[src/rtl/ffwd_fifo.sv]
`default_nettype none

module ffwd_fifo #(
  parameter int WIDTH = 8,
  parameter int DEPTH = 4
) (
  input  wire logic             clk,
  input  wire logic             rst,
  input  wire logic             push,
  input  wire logic [WIDTH-1:0] wr_data,
  output logic                  full,
  input  wire logic             pop,
  output logic      [WIDTH-1:0] rd_data,
  output logic                  empty
);

  localparam int PW = $clog2(DEPTH);

  logic [WIDTH-1:0] mem [DEPTH];
  logic [PW-1:0]    wp;
  logic [PW-1:0]    rp;
  logic [PW:0]      cnt;

  assign full    = (cnt == (PW+1)'(DEPTH));
  assign empty   = (cnt == '0);
  assign rd_data = mem[rp];

  always_ff @(posedge clk) begin
    if (push) mem[wp] <= wr_data;
  end

  always_ff @(posedge clk) begin
    if (rst) begin
      wp  <= '0;
      rp  <= '0;
      cnt <= '0;
    end else begin
      if (push) wp <= (wp == PW'(DEPTH-1)) ? '0 : wp + 1'b1;
      if (pop)  rp <= (rp == PW'(DEPTH-1)) ? '0 : rp + 1'b1;
      if (push && !pop) cnt <= cnt + 1'b1;
      else if (pop && !push) cnt <= cnt - 1'b1;
    end
  end

endmodule

`default_nettype wire

[config.mk]
export PLATFORM = sky130hd
export DESIGN_NAME = ffwd_fifo
export DESIGN_NICKNAME = d
export VERILOG_FILES = /design/src/rtl/ffwd_fifo.sv
export SDC_FILE = /design/constraint.sdc
export NUM_CORES = 1
export LEC_CHECK = 0
export ABC_AREA = 1
export BUFFER_PORTS_ARGS = -buffer_cell sky130_fd_sc_hd__buf_2
export CAP_MARGIN = 10
export CORE_AREA = 2 2 62 64
export CTS_CLUSTER_DIAMETER = 120
export DETAILED_ROUTE_END_ITERATION = 8
export DIE_AREA = 0 0 64 66
export PLACE_DENSITY_LB_ADDON = 0.15
export SLEW_MARGIN = 0
export SYNTH_ARGS = -nofsm -noshare
export SYNTH_HDL_FRONTEND = slang
export SYNTH_SLANG_ARGS = --single-unit
[constraint.sdc]
create_clock -name clk -period 2.82 [get_ports clk]
set_input_delay 0.423 -clock clk [delete_from_list [all_inputs] [get_ports clk]]
set_output_delay 0.423 -clock clk [all_outputs]
set_load 0.01 [all_outputs]
==> impl_results.html <==
<table>
<tr><th>Metric</th><th>Value</th></tr>
<tr><th colspan="2">Layout</th></tr>
<tr><td>Post-Layout Inst Area</td><td>1840 um^2</td></tr>
<tr><td>Layout Area Growth over Synthesis</td><td>11.6%</td></tr>
<tr><td>Antenna Diode Count</td><td>0</td></tr>
<tr><td>Share of final-layout standard cells stronger than drive strength 1</td><td>19.1%</td></tr>
<tr><td>Number of nets at the end of the flow</td><td>180</td></tr>
<tr><th colspan="2">STA</th></tr>
<tr><td>Final worst-path setup slack</td><td>0.670 ns</td></tr>
<tr><td>Largest clock skew in the final design</td><td>0.00408 ns</td></tr>
<tr><td>Worst Hold Slack</td><td>0.287 ns</td></tr>
<tr><td>Unrepaired setup endpoints after global routing</td><td>false</td></tr>
<tr><td>Final setup violation count</td><td>0</td></tr>
<tr><td>Transition time at the pin with the least slew margin</td><td>0.538 ns</td></tr>
<tr><td>Hold Violations, Final</td><td>0</td></tr>
<tr><td>Relative max-transition margin</td><td>64.1%</td></tr>
<tr><td>Sum Neg Setup Slack</td><td>0 ns</td></tr>
<tr><td>Highest clock rate</td><td>465 MHz</td></tr>
<tr><td>Fin. max-slew vios</td><td>0</td></tr>
<tr><td>Final Critical Period</td><td>2.15 ns</td></tr>
<tr><td>Post-route clock period utilization</td><td>76.2%</td></tr>
<tr><th colspan="2">Clocking</th></tr>
<tr><td>Worst-path clk slew</td><td>0.11 ns</td></tr>
<tr><td>Post-CTS repair timing setup buffer count</td><td>0</td></tr>
<tr><td>Clock insertion delay at the later pin of the skew report</td><td>0.33 ns</td></tr>
<tr><td>Clock tree from TritonCTS</td><td>built</td></tr>
<tr><td>CTS Root Cell</td><td>sky130_fd_sc_hd__clkbuf_4</td></tr>
<tr><td>Number of buffers inserted during clock tree synthesis</td><td>5</td></tr>
<tr><td>Hold buffer count at cts</td><td>0</td></tr>
<tr><td>Maximum clock path buffer count</td><td>2</td></tr>
<tr><td>Number of instances resized during post-cts repair</td><td>0</td></tr>
<tr><td>H-tree level count</td><td>2</td></tr>
<tr><td>Number of clock sinks seen by CTS</td><td>41</td></tr>
<tr><th colspan="2">Job</th></tr>
<tr><td>Max-cap check violation count</td><td>0</td></tr>
<tr><th colspan="2">Critical path</th></tr>
<tr><td>Critical Path Fanout Max</td><td>17</td></tr>
<tr><td>Worst R2R Start</td><td>wp[0]</td></tr>
<tr><td>Slowest cell on crit path</td><td>sky130_fd_sc_hd__dfxtp_1</td></tr>
<tr><td>CP required</td><td>2.40 ns</td></tr>
<tr><td>Cells on worst reg2reg path</td><td>3</td></tr>
<tr><td>Arrival time reported for the critical path endpoint</td><td>1.73 ns</td></tr>
<tr><td>List of cells traversed by the critical path</td><td>inv_2 &gt; o21ai_0 &gt; o22ai_1 &gt; buf_2</td></tr>
<tr><td>Nature of the critical path endpoint</td><td>primary output</td></tr>
<tr><td>Crit path launch type</td><td>flop</td></tr>
<tr><td>Endpoint of the lowest-slack register-to-register path</td><td>mem[3][6]</td></tr>
<tr><td>Largest stage delay, worst path</td><td>0.68 ns</td></tr>
<tr><td>Worst-case register-to-register setup slack</td><td>1.52 ns</td></tr>
<tr><td>Class of the most critical setup path</td><td>reg2out</td></tr>
<tr><th colspan="2">Synth</th></tr>
<tr><td>Sequential cell area fraction in the yosys report</td><td>69.1%</td></tr>
<tr><td>Complex-gate fraction of the synthesized area</td><td>10.2%</td></tr>
<tr><td>Post-synthesis share of cell area spent on full adders, half adders and majority gates</td><td>5.76%</td></tr>
<tr><td>Mean area per synthesized cell</td><td>12.2 um^2</td></tr>
<tr><td>Number of distinct library cells after synthesis</td><td>19</td></tr>
<tr><td>Seq cells post-synth</td><td>41</td></tr>
<tr><td>Synth warn</td><td>0</td></tr>
<tr><td>Share of synthesized cell area in and, or, nand and nor gates</td><td>9.47%</td></tr>
<tr><td>Largest family of logic cells by synthesized area</td><td>compound AO/OA/AOI/OAI gates</td></tr>
<tr><td>Multiplexer share of the synthesized area</td><td>0%</td></tr>
<tr><td>Post-Syn Instances</td><td>135</td></tr>
<tr><td>Netlist area before placement</td><td>1650 um^2</td></tr>
<tr><td>Post-synthesis xor/xnor area fraction</td><td>0.530%</td></tr>
<tr><td>Net count after synthesis</td><td>154</td></tr>
<tr><th colspan="2">Route</th></tr>
<tr><td># DRC</td><td>0</td></tr>
<tr><td>Iteration-0 DRC Markers</td><td>51</td></tr>
<tr><td>Post-DR vias/cell</td><td>4.98</td></tr>
<tr><td>Final ANT Viol Nets</td><td>0</td></tr>
<tr><td>Routed wire length</td><td>2.85 mm</td></tr>
<tr><td>Total vias in the final route</td><td>1046</td></tr>
<tr><td>Avg WL per Cell</td><td>13.6 um</td></tr>
<tr><td>Number of detailed-route iterations in the first pass</td><td>4</td></tr>
<tr><th colspan="2">Die</th></tr>
<tr><td>Ports</td><td>22</td></tr>
<tr><td>Starting utilization of the core area</td><td>46.5%</td></tr>
<tr><td>Die ar.</td><td>4220 um^2</td></tr>
<tr><td>Die Y-Extent</td><td>66 um</td></tr>
<tr><td>DIE WIDTH</td><td>64 um</td></tr>
<tr><td>FP Rows</td><td>22</td></tr>
<tr><td>Placeable core region</td><td>3550 um^2</td></tr>
<tr><th colspan="2">Min path</th></tr>
<tr><td>Classification of the worst-slack hold path</td><td>in2reg</td></tr>
<tr><td>End point of the worst hold path</td><td>wp[0]</td></tr>
<tr><td>Hold wc startpoint</td><td>rst</td></tr>
<tr><td>Number of cells on the worst hold path</td><td>2</td></tr>
<tr><th colspan="2">Pwr</th></tr>
<tr><td>Proportion of power drawn by combinational gates</td><td>12.9%</td></tr>
<tr><td>VDD IR-drop max</td><td>0.304 mV</td></tr>
<tr><td>Sequential group share of total power</td><td>63.2%</td></tr>
<tr><td>Internal power contribution</td><td>841 uW</td></tr>
<tr><td>Relative contribution of the clock network to total power</td><td>23.9%</td></tr>
<tr><td>Switching power total</td><td>281 uW</td></tr>
<tr><td>Net Sw Frac</td><td>25.1%</td></tr>
<tr><td>Static Leak</td><td>0.737 nW</td></tr>
<tr><td>Power Dens Cells</td><td>609 nW/um^2</td></tr>
<tr><th colspan="2">Placement</th></tr>
<tr><td>Total cell area at the placement stage</td><td>1790 um^2</td></tr>
<tr><td>Number of buffers inserted by port buffering</td><td>21</td></tr>
<tr><td>Final weighted congestion of routability-driven global placement</td><td>0.718</td></tr>
<tr><td>Pre-CTS WS</td><td>1.01 ns</td></tr>
<tr><td>Detailed placement HPWL</td><td>2.06 mm</td></tr>
<tr><th colspan="2">GRT</th></tr>
<tr><td>Antenna violations before repair</td><td>0</td></tr>
<tr><td>Vias in the first global route</td><td>1037</td></tr>
<tr><td>Wire length of the first global-routing pass</td><td>4.73 mm</td></tr>
<tr><td>Total routing resource utilization after global routing</td><td>15.2%</td></tr>
<tr><td>Pin count of the biggest net entering global routing</td><td>18</td></tr>
<tr><td>Overflow left after global routing</td><td>0</td></tr>
<tr><th colspan="2">Outcome</th></tr>
<tr><td>Status</td><td>finished clean</td></tr>
</table>
[final cells by class]
cell class | count | area, um^2
Sequential cell | 41 | 1140
Multi-Input combinational cell | 76 | 428
Clock buffer | 8 | 48.8
Timing Repair Buffer | 21 | 105
Fill cell | 322 | 1710
Tap cell | 48 | 60.1
Inverter | 16 | 60.1
[sequential cells by signal, summed over array words and instances (netlist names), named ones only]
register  cells
cnt           3
mem          32
rp            2
wp            2
[power by group through the flow]
stage / sequential [mW] / combinational [mW] / clock, mW
after floorplan: 0.714 / 0.0978 / 0
after global placement: 0.721 / 0.139 / 0
after detailed placement: 0.724 / 0.146 / 0
after CTS: 0.709 / 0.148 / 0.277
after global routing: 0.714 / 0.164 / 0.305
final: 0.709 / 0.145 / 0.268
[cells by family (layout without fill, tap and decap cells)]
| kind of cell | count (synthesis) | count (layout) |
|---|---|---|
| AND/OR/NAND/NOR | 38 | 38 |
| XOR/XNOR | 1 | 1 |
| buffers and inverters | 18 | 45 |
| flip-flops | 41 | 41 |
| AO/OA/AOI/OAI | 30 | 30 |
| adder cells (fa/ha/maj) | 7 | 7 |
[cells in the mapped netlist]
cell,number,area [um^2]
sky130_fd_sc_hd__dfxtp_1,9,180
sky130_fd_sc_hd__o22ai_1,8,50.1
sky130_fd_sc_hd__nor2_1,22,82.6
sky130_fd_sc_hd__nor2_2,2,12.5
sky130_fd_sc_hd__inv_1,15,56.3
sky130_fd_sc_hd__a21oi_1,3,15.0
sky130_fd_sc_hd__nand2_1,8,30.0
sky130_fd_sc_hd__nand3_1,1,5.00
sky130_fd_sc_hd__inv_2,1,3.75
sky130_fd_sc_hd__nand4_1,1,6.26
sky130_fd_sc_hd__o21ai_1,2,10.0
sky130_fd_sc_hd__ha_1,6,75.1
sky130_fd_sc_hd__fa_1,1,20.0
sky130_fd_sc_hd__buf_6,2,22.5
sky130_fd_sc_hd__xor2_1,1,8.76
sky130_fd_sc_hd__edfxtp_1,32,961
sky130_fd_sc_hd__o21ai_2,2,17.5
sky130_fd_sc_hd__nor3_1,4,20.0
sky130_fd_sc_hd__o21ai_0,15,75.1
[critical path: cells and delay by family, from the launching register on]
| family | cells | cell delay (ns) |
|---|---|---|
| buffers and inverters | 2 | 0.40 |
| DFF | 1 | 0.68 |
| AOI/OAI and AO/OA | 2 | 0.32 |
[metrics by stage]
step	instances	total power, mW	util, %
after floorplan	135	0.812	-
after CTS	210	1.13	51.9
after detailed placement	202	0.870	50.5
after global routing	210	1.18	51.9
after global placement	202	0.860	50.5
final	210	1.12	51.9
[worst max-delay path by stage]
stage / from / slack (ns) / cells past startpoint / to
final: flop / 0.67 / 4 / rd_data[7]
after global placement: flop / 1.10 / 4 / rd_data[1]
after global routing: flop / 0.48 / 4 / rd_data[1]
after floorplan: pop / 1.35 / 10 / cnt[2]
after detailed placement: flop / 1.01 / 4 / rd_data[7]
after CTS: flop / 0.62 / 4 / rd_data[7]
[placed cells by master (no fill, tap or decap), drive strengths merged]
| master | instances |
|---|---|
| buf | 21 |
| ha | 6 |
| inv | 16 |
| o21ai | 19 |
| nor3 | 4 |
| nand3 | 1 |
| edfxtp | 32 |
| fa | 1 |
| o22ai | 8 |
| nor2 | 24 |
| xor2 | 1 |
| nand2 | 8 |
| a21oi | 3 |
| dfxtp | 9 |
| clkbuf | 8 |
| nand4 | 1 |
[metal layers]
metal  vias up  share of wire [%]  GRT usage (%)
li1        521                  -              -
met1       504                 43           16.3
met2        17                 52           27.6
met3         4                3.6           3.92
met4         0                1.3           7.34
met5         -                  0              0
No activity file was read; power rests on OpenSTA's default activity.
