==> src/rtl/ffwd_pkg.sv <==
`default_nettype none

package ffwd_pkg;

  // Item kinds
  localparam logic [1:0] KIND_FEEDBACK = 2'd0;
  localparam logic [1:0] KIND_PLOT     = 2'd1;
  localparam logic [1:0] KIND_SWAP     = 2'd2;
  localparam logic [1:0] KIND_READ     = 2'd3;

  localparam int PIXEL_W = 16;
  localparam int POS_W   = 11;
  localparam int SCALE_W = 14;

  // RGB565 fade steps
  localparam logic [15:0] FADE_MASK_R = 16'hF800;
  localparam logic [15:0] FADE_STEP_R = 16'h0800;
  localparam logic [15:0] FADE_MASK_G = 16'h07E0;
  localparam logic [15:0] FADE_STEP_G = 16'h0020;
  localparam logic [15:0] FADE_MASK_B = 16'h001F;
  localparam logic [15:0] FADE_STEP_B = 16'h0001;

  // Classified item as it travels from front to back
  typedef struct packed {
    logic [1:0]               kind;
    logic                     outside;
    logic signed [POS_W-1:0]  pos_x;
    logic signed [POS_W-1:0]  pos_y;
    logic [PIXEL_W-1:0]       colour;
  } cmd_t;

  // Blue to zero, green and red floor at one step; fields never borrow from each other
  function automatic logic [15:0] fade(input logic [15:0] c);
    logic [15:0] v;
    v = c;
    if (v != 16'd0) begin
      if ((v & FADE_MASK_B) != 16'd0) v = v - FADE_STEP_B;
      if ((v & FADE_MASK_G) > FADE_STEP_G) v = v - FADE_STEP_G;
      if ((v & FADE_MASK_R) > FADE_STEP_R) v = v - FADE_STEP_R;
    end
    return v;
  endfunction

endpackage

`default_nettype wire

==> src/rtl/ffwd_front.sv <==
`default_nettype none

module ffwd_front
  import ffwd_pkg::*;
#(
  parameter int FRAME_WIDTH  = 320,
  parameter int FRAME_HEIGHT = 240
) (
  input  wire logic                     in_valid,
  output logic                          in_stall,
  input  wire logic [1:0]               kind,
  input  wire logic signed [POS_W-1:0]  pos_x,
  input  wire logic signed [POS_W-1:0]  pos_y,
  input  wire logic [PIXEL_W-1:0]       colour,
  input  wire logic                     q_full,
  input  wire logic                     busy,
  output logic                          push,
  output cmd_t                          cmd,
  output logic [$clog2(FRAME_WIDTH*FRAME_HEIGHT)-1:0] here
);

  localparam int AW = $clog2(FRAME_WIDTH*FRAME_HEIGHT);
  localparam int XW = $clog2(FRAME_WIDTH);
  localparam int YW = $clog2(FRAME_HEIGHT);
  // one bit wider than a position so a 1024 limit still fits
  localparam logic [POS_W:0]   W_LIM = (POS_W+1)'(FRAME_WIDTH);
  localparam logic [POS_W:0]   H_LIM = (POS_W+1)'(FRAME_HEIGHT);
  localparam logic [AW-1:0]    W_A   = AW'(FRAME_WIDTH);

  logic in_frame;

  assign in_frame = !pos_x[POS_W-1] && ({1'b0, pos_x} < W_LIM) &&
                    !pos_y[POS_W-1] && ({1'b0, pos_y} < H_LIM);

  // Row-major address; only meaningful when inside
  assign here = AW'(pos_y[YW-1:0]) * W_A + AW'(pos_x[XW-1:0]);

  assign cmd.kind    = kind;
  assign cmd.outside = !in_frame;
  assign cmd.pos_x   = pos_x;
  assign cmd.pos_y   = pos_y;
  assign cmd.colour  = colour;

  assign in_stall = q_full | busy;
  assign push     = in_valid & !in_stall;

endmodule

`default_nettype wire

==> config.mk <==
export PLATFORM = sky130hd
export DESIGN_NAME = ffwd_front
export DESIGN_NICKNAME = d
export VERILOG_FILES = /design/src/rtl/ffwd_pkg.sv /design/src/rtl/ffwd_front.sv
export SDC_FILE = /design/constraint.sdc
export NUM_CORES = 1
export LEC_CHECK = 0
export ABC_CLOCK_PERIOD_IN_PS = 2650
export BUFFER_PORTS_ARGS = -buffer_cell sky130_fd_sc_hd__buf_2
export CORE_UTILIZATION = 38
export DETAILED_ROUTE_END_ITERATION = 8
export GPL_TIMING_DRIVEN = 0
export PLACE_DENSITY = 0.86
export SYNTH_ARGS = -nofsm -noshare
export SYNTH_HDL_FRONTEND = slang
export SYNTH_SLANG_ARGS = --single-unit
==> constraint.sdc <==
create_clock -name vclk -period 2.65
set_clock_uncertainty 0.2 [all_clocks]
set_input_delay 0 -clock vclk [all_inputs]
set_output_delay 0 -clock vclk [all_outputs]
set_load 0.05 [all_outputs]
==> results of run 1 <==
## what timing repair did
| action | in CTS | in global routing |
|---|---|---|
| setup endpoints to repair | 3 | 3 |
| gates resized for setup | 4 | 6 |
| pin swaps | 3 | 3 |
| setup buffers | 1 | 1 |
| cloned | 0 | 0 |
## final cells by class
type | instances | area, um2 | share of cell area [%]
tap | 30 | 37.54 | 2.465
timing repair buffer | 81 | 421.7 | 27.69
buffer | 46 | 345.3 | 22.68
inverter | 7 | 26.28 | 1.726
multi-input combinational | 75 | 691.9 | 45.44
## metal layers
layer | share of wire, % | up-vias | global-route usage (%)
met3 | 9.0 | 0 | 0
met4 | 0 | 0 | 0
met2 | 53 | 68 | 32.92
met1 | 38 | 483 | 19.02
met5 | 0 | - | 0
li1 | - | 559 | -
## final timing paths
kind	end	slack, ps	cells past startpoint
max	here[16]	120	10
min	cmd[29]	100	2
## power groups by stage
stage	Clock, mW	Combinational [mW]	Sequential (mW)
detailed placement	0	0.600	0
finish	0	0.633	0
global placement	0	0.595	0
floorplan	0	0.488	0
CTS	0	0.613	0
global route	0	0.673	0
## per-stage QoR
step | hold slack [ps] | setup WS (ps) | total power, mW | std cells
finish | 101.5 | 118.6 | 0.6334 | 239
global route | 103.3 | -15.86 | 0.6731 | 239
CTS | 102.0 | 75.99 | 0.6131 | 238
detailed placement | 101.8 | -146.5 | 0.6003 | 237
global placement | 101.7 | -126.0 | 0.5948 | 237
floorplan | -32.95 | 26.66 | 0.4880 | 128
## worst max-delay path, cell delays in order
cell	delay (ps)
buf_2	120
ha_1	300
ha_1	250
fa_2	440
xor2_4	210
o2111ai_4	170
nor4b_4	400
a32oi_1	150
nand3_1	110
buf_6	160
## cell usage in the layout (no fill, tap or decap), types with 2 or more instances in the layout
master / netlist / layout
buf_2: 0 / 76
nand4_1: 4 / 4
nand3_1: 2 / 2
o21ai_0: 7 / 7
clkbuf_4: 0 / 2
nor2_1: 8 / 8
inv_1: 7 / 7
buf_4: 46 / 48
xnor2_1: 6 / 5
nand2_1: 3 / 3
or2_2: 2 / 2
ha_1: 15 / 15
xor2_1: 2 / 2
nor2b_1: 2 / 2
a21o_1: 2 / 2
nor3b_1: 2 / 2
## kinds of logic (layout without fill, tap and decap cells)
kind of cell	after synthesis	count (layout)	synth area share (%)
adder cells (fa/ha/maj)	17	17	22.52
XOR/XNOR	9	9	8.540
AO/OA/AOI/OAI	21	21	15.59
AND/OR/NAND/NOR	28	28	16.58
buffers and inverters	53	134	36.76
==> impl_metrics.tcl, run 1 <==
set metrics [dict create \
    initial_core_util_pct 40.44 \
    die_h_um 53.58 \
    core.rowCount 18 \
    slew_headroom_pct 68.46 \
    crit_path_start_kind "input port" \
    fmax_mhz 395.0 \
    tightest_slew_ps 468.2 \
    status "completed" \
    antenna_found_initial 0 \
    fin_nets 271 \
    grt_pass1_vias 946 \
    yosys-top-cells-count "buf_4 (46), ha_1 (15), nor2_1 (8), inv_1 (7), o21ai_0 (7)" \
    routabilityCongestion 0.7774 \
    crit_path_start "pos_y[1]" \
    io_buffers 79 \
    powerDensity_nw_per_um2 416.0 \
    drive_above_1_share_pct 66.51 \
    sw_frac_of_total_pct 67.92 \
    syn_avg_cell_area_um2 7.898 \
    worstSetupPathType "input port to output pin" \
    synth_warnings 0 \
    crit_required_ps 2450 \
    combPwrFrac_pct 100.0 \
    final.period_utilization_pct 95.52 \
    drv_slew 0 \
    drt-total-wl_mm 2.335 \
    core_area_um2 2500 \
    area_delta_synth_final_pct 50.62 \
    cts_hold_buf 0 \
    p_sw_mw 0.4302 \
    yosys.area.top_type_share_pct 34.16 \
    clock_buffers 0 \
    firstDrtPassIters 2 \
    drt_iter0_markers 4 \
    viasPerCell 4.644 \
    dp_hpwl_mm 2.077 \
    io_pins 103 \
    nFillCells 240 \
    vias 1110 \
    hold_violations 0 \
    p_leak_nw 0.8516 \
    p_clk_share_pct 0 \
    tns_ps 0 \
    seq_power_share_pct 0 \
    dpl-instance-area_um2 1451 \
    period_needed_ps 2531 \
    drc 0 \
    ys_seq_area_share_pct 0 \
    hold_class "input port to output pin" \
    seq_cell_count 0 \
    grt_max_degree 11 \
    routedWlPerCell_um 9.770 \
    track_usage_pct 15.90 \
    antenna_cells 0 \
    p_int_mw 0.2032 \
    synthTopCellsByArea "buf_4 (34%), ha_1 (19%), xnor2_1 (5.2%)" \
    ant_nets 0 \
    overflow 0 \
    synth_area_um2 1011 \
    cp-end-kind "output pin" \
    irDropWorstVdd_uv 341.7 \
    dieArea_um2 2871 \
    register_area_um2 0 \
    post-route-util_pct 60.91 \
    die_w_um 53.58 \
    synth_cells 128 \
    setup_viol 0 \
    yosys.area.top_type "buf_4" \
    grt_pass1_wl_mm 3.601 \
    fin_area_um2 1523 \
    synth_cell_types 32 \
    hp-start "pos_x[2]" \
    synth_most_common_cell "buf_4" \
    worstPathArrival_ps 2330 \
    drv_cap 0 \
    critPathMaxFanout 4 \
    syn_nets 188 \
]
No activity file was read; power rests on OpenSTA's default activity.
==> run 2: changes to the inputs <==
--- a/config.mk
+++ b/config.mk
@@ -7,3 +7,3 @@
 export LEC_CHECK = 0
-export ABC_CLOCK_PERIOD_IN_PS = 2650
+export ABC_CLOCK_PERIOD_IN_PS = 2630
 export BUFFER_PORTS_ARGS = -buffer_cell sky130_fd_sc_hd__buf_2
==> constraint.sdc (replaced) <==
create_clock -name vclk -period 2.63
set_clock_uncertainty 0.2 [all_clocks]
set_input_delay 0 -clock vclk [all_inputs]
set_output_delay 0 -clock vclk [all_outputs]
set_load 0.005 [all_outputs]
==> impl_metrics.tcl, run 2 (synthesized netlist as in run 1, its figures left out) <==
set metrics [dict create \
    status "completed" \
    setup_viol 0 \
    fmax_mhz 397.8 \
    grt_max_degree 11 \
    slew_headroom_pct 66.51 \
    drt-total-wl_mm 2.803 \
    register_area_um2 0 \
    crit_path_start "pos_y[1]" \
    seq_cell_count 0 \
    tightest_slew_ps 497.0 \
    crit_path_start_kind "input port" \
    worstSetupPathType "input port to output pin" \
    hp-start "q_full" \
    layout_common_cells "buf_2 (79), buf_4 (48), dlygate4sd3_1 (24)" \
    firstDrtPassIters 3 \
    p_leak_nw 0.9406 \
    dpl-instance-area_um2 1444 \
    drc 0 \
    ant_nets 0 \
    crit_family "adder cells" \
    grt_pass1_wl_mm 3.877 \
    antenna_cells 0 \
    cp_slowest_cell "nor4b_4" \
    hold_class "input port to output pin" \
    antenna_found_initial 0 \
    overflow 0 \
    powerDensity_nw_per_um2 221.8 \
    dieArea_um2 2871 \
    irDropWorstVdd_uv 150.6 \
    worstPathArrival_ps 2310 \
    hold_path_depth 3 \
    fin_nets 295 \
    core.rowCount 18 \
    drt_iter0_markers 6 \
    grt_pass1_vias 948 \
    io_buffers 79 \
    drive_above_1_share_pct 59.23 \
    cp_cell_sequence "buf_2 -> ha_1 -> ha_1 -> fa_2 -> a211oi_4 -> o22ai_2 -> nor4b_4 -> a32oi_1 -> nand3_1 -> buf_2" \
    die_w_um 53.58 \
    crit_path_max_incr_delay_ps 420 \
    area_delta_synth_final_pct 70.30 \
    clock_buffers 0 \
    drv_slew 0 \
    cp-end-kind "output pin" \
    fin_area_um2 1722 \
    viasPerCell 4.430 \
    vias 1165 \
    drv_cap 0 \
    post-route-util_pct 68.87 \
    dp_hpwl_mm 2.014 \
    hold_end "in_stall" \
    routabilityCongestion 0.8022 \
    core_area_um2 2500 \
    final.period_utilization_pct 95.59 \
    nFillCells 223 \
    critPathMaxFanout 4 \
    path_buf_inv 2 \
    die_h_um 53.58 \
    initial_core_util_pct 40.44 \
    crit_required_ps 2430 \
    rsz0062_at_grt "no" \
    track_usage_pct 17.47 \
    crit_cells 10 \
    fin_hold_ws_ps 65.80 \
    layout_commonest_cell "buf_2" \
    hold_violations 0 \
    period_needed_ps 2514 \
    routedWlPerCell_um 10.66 \
    io_pins 103 \
]
-- run 2: cell count changes in the layout (fill, tap and decap cells not counted), sizes merged --
| cell | previous run | this run |
|---|---|---|
| buf | 125 | 127 |
| clkbuf | 2 | 0 |
| dlygate4sd3 | 0 | 24 |
-- run 2: metrics by stage --
step	TNS (ps)	setup WS [ps]	power, mW	cells
after detailed placement	-33.68	-33.68	0.3339	237
after global placement	0	5.284	0.3274	237
after CTS	0	53.78	0.3694	261
after floorplan	0	389.3	0.2171	128
final	0	116.0	0.3819	263
after global routing	0	5.366	0.4251	263
-- run 2: how the worst max path moves through the flow --
stage,end,slack [ps]
floorplan,here[16],390
global placement,here[16],5
detailed placement,here[16],-30
CTS,here[16],50
global route,here[16],5
finish,here[16],120
-- run 2: final cells by class --
cell class | instances | area, um2 | area share, %
Buffer | 46 | 345.3 | 20.06
Timing Repair Buffer | 105 | 650.6 | 37.79
Tap cell | 30 | 37.54 | 2.180
Multi-Input combinational cell | 75 | 661.9 | 38.44
Inverter | 7 | 26.28 | 1.526
-- run 2: power breakdown --
part | total, mW | internal [mW] | switching [mW] | leakage [nW]
sequential | 0 | 0 | 0 | 0
clock | 0 | 0 | 0 | 0
combinational | 0.382 | 0.212 | 0.169 | 0.941
-- run 2: repair_timing --
item	4_1_cts	5_1_grt
hold buffers	24	0
resized for setup	2	2
setup endpoints to repair	1	2
endpoints found under the hold margin	30	0
buffers inserted	0	2
pin swaps	2	3
-- run 2: routing by layer --
layer	part of all wire, %	GRT usage [%]	up-vias	wire (um)
met4	0	0	0	0
met3	8.1	1.412	0	227
met5	0	0	-	0
li1	-	-	610	-
met1	38	21.48	495	1075
met2	54	34.38	60	1500
==> run 3: changes to the inputs <==
ABC_AREA = 1   (was unset)
==> impl_metrics.tcl, run 3 <==
set metrics [dict create \
    p_clk_share_pct 0 \
    setup_viol 0 \
    crit_required_ps 2430 \
    drt_iter0_markers 9 \
    synth_cells 148 \
    drt-total-wl_mm 2.406 \
    yosys.area.top_type "buf_4" \
    synth_warnings 0 \
    tightest_slew_ps 266.5 \
    synthTopCellsByArea "buf_4 (34%), ha_1 (19%), nand2_1 (8.2%)" \
    p_int_mw 0.1912 \
    hold_path_depth 3 \
    tns_ps 0 \
    syn_nets 208 \
    drc 0 \
    synth_cell_types 23 \
    ys_seq_area_share_pct 0 \
    powerDensity_nw_per_um2 207.0 \
    die_w_um 53.58 \
    sw_frac_of_total_pct 45.14 \
    postCtsSetupBuffers 0 \
    cp_cell_sequence "buf_2 -> ha_1 -> ha_1 -> fa_1 -> nand2_1 -> inv_1 -> nand2_1 -> nor2_1 -> nand3_1 -> nor2_1 -> nand2_1 -> nand2_1 -> inv_1 -> buf_2" \
    yosys.area.top_type_share_pct 34.16 \
    worstPathArrival_ps 2100 \
    yosys-top-cells-count "buf_4 (46), nand2_1 (22), inv_1 (17), ha_1 (15), nor2_1 (9)" \
    synth_area_um2 1011 \
    die_h_um 53.58 \
    routedWlPerCell_um 8.562 \
    hold_class "input port to output pin" \
    p_sw_mw 0.1573 \
    cp-end-kind "output pin" \
    dr_wl_met2_mm 1.238 \
    drive_above_1_share_pct 54.98 \
    rsz0062_at_grt "no" \
    layout_common_cells "buf_2 (79), buf_4 (46), dlygate4sd3_1 (24)" \
    overflow 0 \
    initial_core_util_pct 40.44 \
    worstSetupPathType "input port to output pin" \
    fin_nets 313 \
    grt_pass1_vias 924 \
    fin_hold_ws_ps 67.61 \
    io_pins 103 \
    register_area_um2 0 \
    slew_headroom_pct 82.17 \
    antenna_found_initial 0 \
    crit_path_start_kind "input port" \
    top_layer "met4" \
    synth_most_common_cell "buf_4" \
    firstDrtPassIters 4 \
    nFillCells 216 \
    grt_max_degree 7 \
    core.rowCount 18 \
    crit_path_max_incr_delay_ps 610 \
    dp_hpwl_mm 1.954 \
    vias 1206 \
    clock_buffers 0 \
    fmax_mhz 435.3 \
    io_buffers 79 \
    routabilityCongestion 0.7676 \
    seq_cell_count 0 \
    p_leak_nw 1.035 \
    drv_slew 0 \
    wl_met3_um 249 \
    post-route-util_pct 67.37 \
    layout_commonest_cell "buf_2" \
    period_needed_ps 2297 \
    combPwrFrac_pct 100.0 \
    track_usage_pct 15.57 \
    seq_power_share_pct 0 \
    drv_cap 0 \
    hold_violations 0 \
    antenna_cells 0 \
    core_area_um2 2500 \
    area_delta_synth_final_pct 66.58 \
    grt_pass1_wl_mm 3.505 \
    irDropWorstVdd_uv 108.3 \
    dieArea_um2 2871 \
    wl_met1_um 910 \
    cp_slowest_cell "fa_1" \
    syn_avg_cell_area_um2 6.831 \
    critPathMostFrequentCell "nand2_1" \
    status "completed" \
    critPathMaxFanout 4 \
    viasPerCell 4.292 \
    final.period_utilization_pct 87.34 \
    ant_nets 0 \
]
[run 3: changes by cell type in the layout (fill, tap and decap cells not counted), moves of 3 or more]
cell,before,now
inv_1,7,17
nand2_1,3,22
nand2_2,0,6
nand3_1,2,5
o21ai_0,7,2
xnor2_1,6,2
xor2_1,2,5
[run 3: final timing paths]
path              endpoint      from  slack (ps)
setup / recovery  here[15]  pos_y[1]         330
hold / removal     cmd[24]  pos_y[8]          70
[run 3: per-layer routing]
layer / GRT usage [%] / vias to the layer above
li1: - / 625
met1: 15.72 / 515
met2: 33.75 / 64
met3: 2.260 / 2
met4: 0.8772 / 0
met5: 0 / -
[run 3: what timing repair did]
| action | 4_1_cts | 5_1_grt |
|---|---|---|
| endpoints found under the hold margin | 30 | 0 |
| gates resized for setup | 0 | 0 |
| hold buffers | 24 | 0 |
[run 3: metrics by stage]
stage                     setup WS (ps)  std cells  cell area [um2]  power, mW
after global placement            360.2        257             1444     0.3138
after detailed placement          327.3        257             1444     0.3207
final                             332.8        281             1684     0.3485
after CTS                         310.8        281             1684     0.3519
after global routing              130.6        281             1684     0.3947
after floorplan                   709.4        148             1011     0.2094
[run 3: cells by family after synthesis]
logic type	Yosys count	synth area share, %
adder cells (fa/ha/maj)	17	22.52
buffers and inverters	64	40.84
XOR/XNOR	7	6.064
AND/OR/NAND/NOR	55	27.85
AO/OA/AOI/OAI	5	2.723
[run 3: power by group through the flow]
stage	combinational, mW	clock [mW]	sequential, mW
final	0.349	0	0
after global routing	0.395	0	0
after CTS	0.352	0	0
after detailed placement	0.321	0	0
after global placement	0.314	0	0
after floorplan	0.209	0	0
[run 3: cell type report]
cell class         count  area (um2)  area share (%)
repair buffers       103       635.6           37.74
multi-input cells     84       598.1           35.51
plain buffers         46       345.3           20.51
inverters             18       67.56           4.012
well taps             30       37.54           2.229
[run 3: worst max-delay path, delay by kind of cell]
kind	cells	cell delay (ps)
fa+ha+maj	3	1140
buf+inv	4	330
simple gates	7	630
